File: config.mk
export PLATFORM = sky130hd
export DESIGN_NAME = lu_ram
export DESIGN_NICKNAME = d
export VERILOG_FILES = /design/src/rtl/core/lu_ram.sv
export SDC_FILE = /design/constraint.sdc
export NUM_CORES = 2
export LEC_CHECK = 0
export BUFFER_PORTS_ARGS = -buffer_cell sky130_fd_sc_hd__buf_4
export CORE_UTILIZATION = 40
export CTS_CLUSTER_DIAMETER = 120
export DETAILED_ROUTE_END_ITERATION = 10
export HOLD_SLACK_MARGIN = 0.08
export PLACE_DENSITY = 0.55
export SYNTH_ARGS = -nofsm -noshare
export SYNTH_HDL_FRONTEND = slang
export SYNTH_SLANG_ARGS = --single-unit
File: constraint.sdc
create_clock -name clock -period 8.7 [get_ports clock]
set_input_delay 1.74 -clock clock [delete_from_list [all_inputs] [get_ports clock]]
set_output_delay 1.74 -clock clock [all_outputs]
set_load 0.005 [all_outputs]
File: src/rtl/core/lu_ram.sv
// Generic simple dual-port RAM, one write and one registered read per cycle.
// No dependencies.
module lu_ram #(
   parameter int WIDTH = 32,
   parameter int DEPTH = 64
) (
   input  logic                     clock,
   input  logic                     we,
   input  logic [$clog2(DEPTH)-1:0] waddr,
   input  logic [WIDTH-1:0]         wdata,
   input  logic [$clog2(DEPTH)-1:0] raddr,
   output logic [WIDTH-1:0]         rdata
);
   logic [WIDTH-1:0] mem_ff [DEPTH];
   logic [WIDTH-1:0] rdata_ff;

   always_ff @(posedge clock) begin
      if (we) begin
         mem_ff[waddr] <= wdata;
      end
      rdata_ff <= mem_ff[raddr];
   end

   assign rdata = rdata_ff;
endmodule

# Word-level counts from Yosys, hierarchy flattened
# Memory sizes are Yosys's and may differ from the RTL's. A register that Yosys moved wholly into a read port is not among the register bits.
# Cells that the tools add are included.
word_totals:
  ff_bits: 0
  latch_bits: 0
  mem_bits_rw: 2048
  romBits: 0
  in_bits: 46
  out_inout_bits: 32
  wordCells: 3
  n_memories: 1
mem_list:
  columns: ["name", "depth", "width", "read_ports", "rd_ports_with_merged_regs", "wr", "line_no", "source"]
  rows:
  - ["mem_ff", 64, 32, 1, 1, 1, "14", "logic [WIDTH-1:0] mem_ff [DEPTH];"]
classes:
  n_addsub: 0
  mul: 0
  div_mod_pow: 0
  order_cmp: 0
  eq_ne: 0
  shifts: 0
  mux: 2
  bitwise_logic: 0
  n_reduce_logical: 0
op_table:
  columns: ["cell", "n"]
  rows:
  - ["1-bit 2-to-1 mux", 2]

# Depth between registers and ports, before layout
logic_depth:
  depth_word: 2
  ltp_mapped: 10
  depth_no_buf: 5

# Least setup slack after synthesis
# No wires, ideal clock.
synth_path:
  path_type: "input-to-reg"
  start: "input waddr[3]"
  end: "memory mem_ff[48][0] (enable)"
  setup_time_ns: 0.461
  arrival_ns: 4.439
  required_ns: 8.239
  slack_ns: 3.800
  stages: 4
  path_buffers: 1
  cell_sequence: "clkbuf_1 nor2b_1 nand4b_1 nor3_1"
synth_rtl:
  columns: ["item", "line_no", "source"]
  rows:
  - ["from (decl)", "9", "input logic [$clog2(DEPTH)-1:0] waddr,"]
  - ["to (decl)", "14", null]
# No word-level cell before the write port.

==> impl_metrics.toml <==
[power]
p_leak_nw = 27.54
totalPowerFinal_mw = 20.88
power_density_mw_per_mm2 = 233.3
pwr-share-seq_pct = 53.4
pwr-share-comb_pct = 4.7
internal_power_mw = 16.41
p_sw_share_pct = 21.42
clock_power_share_pct = 42.0
ir_worst_vdd_mv = 0.2133
switchingPower_mw = 4.474

[placement]
hpwl_um = 110100
port_buffers = 77
place.gp.congestion = 0.7687
pre_cts_ws_ns = 3.424

[timing]
tightestPinTransition_ns = 1.163
rsz0062_at_grt = "false"
layout_setup_ws_ns = 4.460
layout_min_cycle_time_ns = 4.240
finalSetupViolCount = 0
timing.slew.headroom_pct = 22.27
maxSlewViolCount = 0
hold_violations = 0
clock_skew_ns = 0.03158
fin_tns_setup_ns = 0
period_share_pct = 48.74
clock.fmax_mhz = 235.8

[setup_path]
start_kind = "input pin"
cp.required_ns = 9.36
crit_start = "raddr[0]"
reg2reg_to = "rdata[30]"
arrival_ns = 4.91
worst-r2r-cell-count = 4
cp-end-kind = "flop"
critical_path_class = "in -> reg"
cp_max_fo = 71
reg2reg_from = "mem_ff[6][30]"
rrSetupSlack_ns = 6.26

[clock_network]
cts_made_buffers = 208
root_buffer = "clkbuf_16"
clkTransAtPathRegs_ns = 0.06
clockBufferDepth = 3
post_cts_buffers = 0
cts.sinks = 2080
ctsHoldBuffers = 0
ctsResizeCount = 0
clk_latency_ns = 0.84
htree_num_levels = 4
cts_tree = "yes"

[global_route]
grt_pass1_wl_um = 292300
grt_overflow = 0
grt_use_total_pct = 20.97
antenna_found_initial = 11
grt_max_degree = 107
grt_pass1_vias = 37500

[synth]
syn_avg_cell_area_sq_um = 23.62
ys_top_cells_by_area = "edfxtp_1, mux4_2, mux2i_1"
yosysTopAreaCellShare_pct = 78.33
synth_largest_area_cell = "edfxtp_1"
synthCells = 3324
yosysWarningCount = 0
synthesis.nets = 3370
synth_seq_cells = 2080
synth_area_sq_mm = 0.07852
seq_area_frac_synth_pct = 79.14
ys_types = 34

[cells_and_area]
area_delta_synth_final_pct = 14.00
utilization_pct = 45.90
drive_gt1_share_pct = 29.12
final_common_cell = "edfxtp_1"
fillCellCount = 16160
fin_nets = 3574
final_cell_mix = "edfxtp_1, mux4_2, clkbuf_16"

[job]
maxCapViolations = 0

[die]
rows = 162
io_pins = 78
coreArea_sq_mm = 0.1950
die_x_um = 445.0
die_area_sq_mm = 0.1981
initial_core_util_pct = 40.27
die_h_um = 445.0

[route]
route.antenna.remaining_nets = 0
route.detailed.drc = 0
routed_wl_um = 206800
drt-pass1-iter-count = 5
via_per_inst = 5.762
drt_iter0_markers = 4243
wl_per_cell_um = 32.62
via_count = 36520

[outcome]
outcome = "finished clean"

[min_path]
worstHoldPathCells = 4
min_path_type = "reg -> reg"
min_to = "rdata[8]"
hp-start = "mem_ff[28][8]"
## synthesized netlist by cell type (all sizes together)
cell,number
and3,4
and2,2
or3b,5
mux2i,93
o221ai,27
nand3b,5
or3,3
nand4,2
clkbuf,74
nand2,26
or2,3
mux4,544
nor3,7
o32ai,4
edfxtp,2048
dfxtp,32
a311oi,8
a22oi,12
a31oi,1
nor2b,15
nand4b,1
a21oi,62
buf,108
nor2,137
nand2b,8
o22ai,84
nand3,5
a41o,4
## per-layer routing
metal | track usage (%) | vias up | part of all wire [%]
met1 | 30.40 | 20320 | 44
li1 | - | 14720 | -
met5 | 0 | - | 0.0058
met4 | 4.800 | 2 | 2.0
met2 | 33.61 | 1213 | 48
met3 | 3.156 | 262 | 5.7
## sequential cells by signal, summed over array words and instances, names as in the netlist
signal	count
mem_ff	2048
rdata	32
## how the worst max path moves through the flow
stage               cells past startpoint            end
floorplan                               4  mem_ff[48][0]
global placement                        7      rdata[24]
detailed placement                      7      rdata[24]
CTS                                     7      rdata[24]
global route                            7      rdata[24]
finish                                  7      rdata[24]
## cell type report
cell class	count	area (sq um)	share of cell area, %
repair buffers	176	1460	1.631
well taps	2624	3283	3.668
clock inverters	115	1057	1.181
clock buffers	276	5580	6.235
flip-flops and latches	2080	62140	69.43
multi-input cells	1062	15970	17.84
diodes	6	15.01	0.01677
## critical path: stages
cell      delay (ns)
buf_8           0.50
buf_12          0.43
nand3b_1        0.72
o221ai_1        0.41
a21oi_1         0.11
a21oi_1         0.44
nor2_1          0.21
## logic make-up after synthesis
family	count (synthesis)	synth area share (%)
flops	2080	79.14
mux	637	16.79
simple gates	223	1.265
compound gates	202	1.673
buf+inv	182	1.128
## metrics by stage
stage	instance area [sq um]	instances	hold slack, ns
5_1_grt	89500	6336	0.8011
3_3_place_gp	82850	5942	0.7374
2_1_floorplan	78520	3324	0.6632
3_5_place_dp	82850	5942	0.7232
6_report	89510	6339	0.7475
4_1_cts	89490	6333	0.7344
## power by group through the flow
stage	clock network, mW	logic [mW]	registers, mW
global placement	0	0.990	11.4
floorplan	0	0.540	11.3
finish	8.76	0.980	11.1
CTS	8.91	1.00	11.1
detailed placement	0	1.00	11.4
global route	9.28	1.04	11.1
Power figures use the tool's default switching activity.
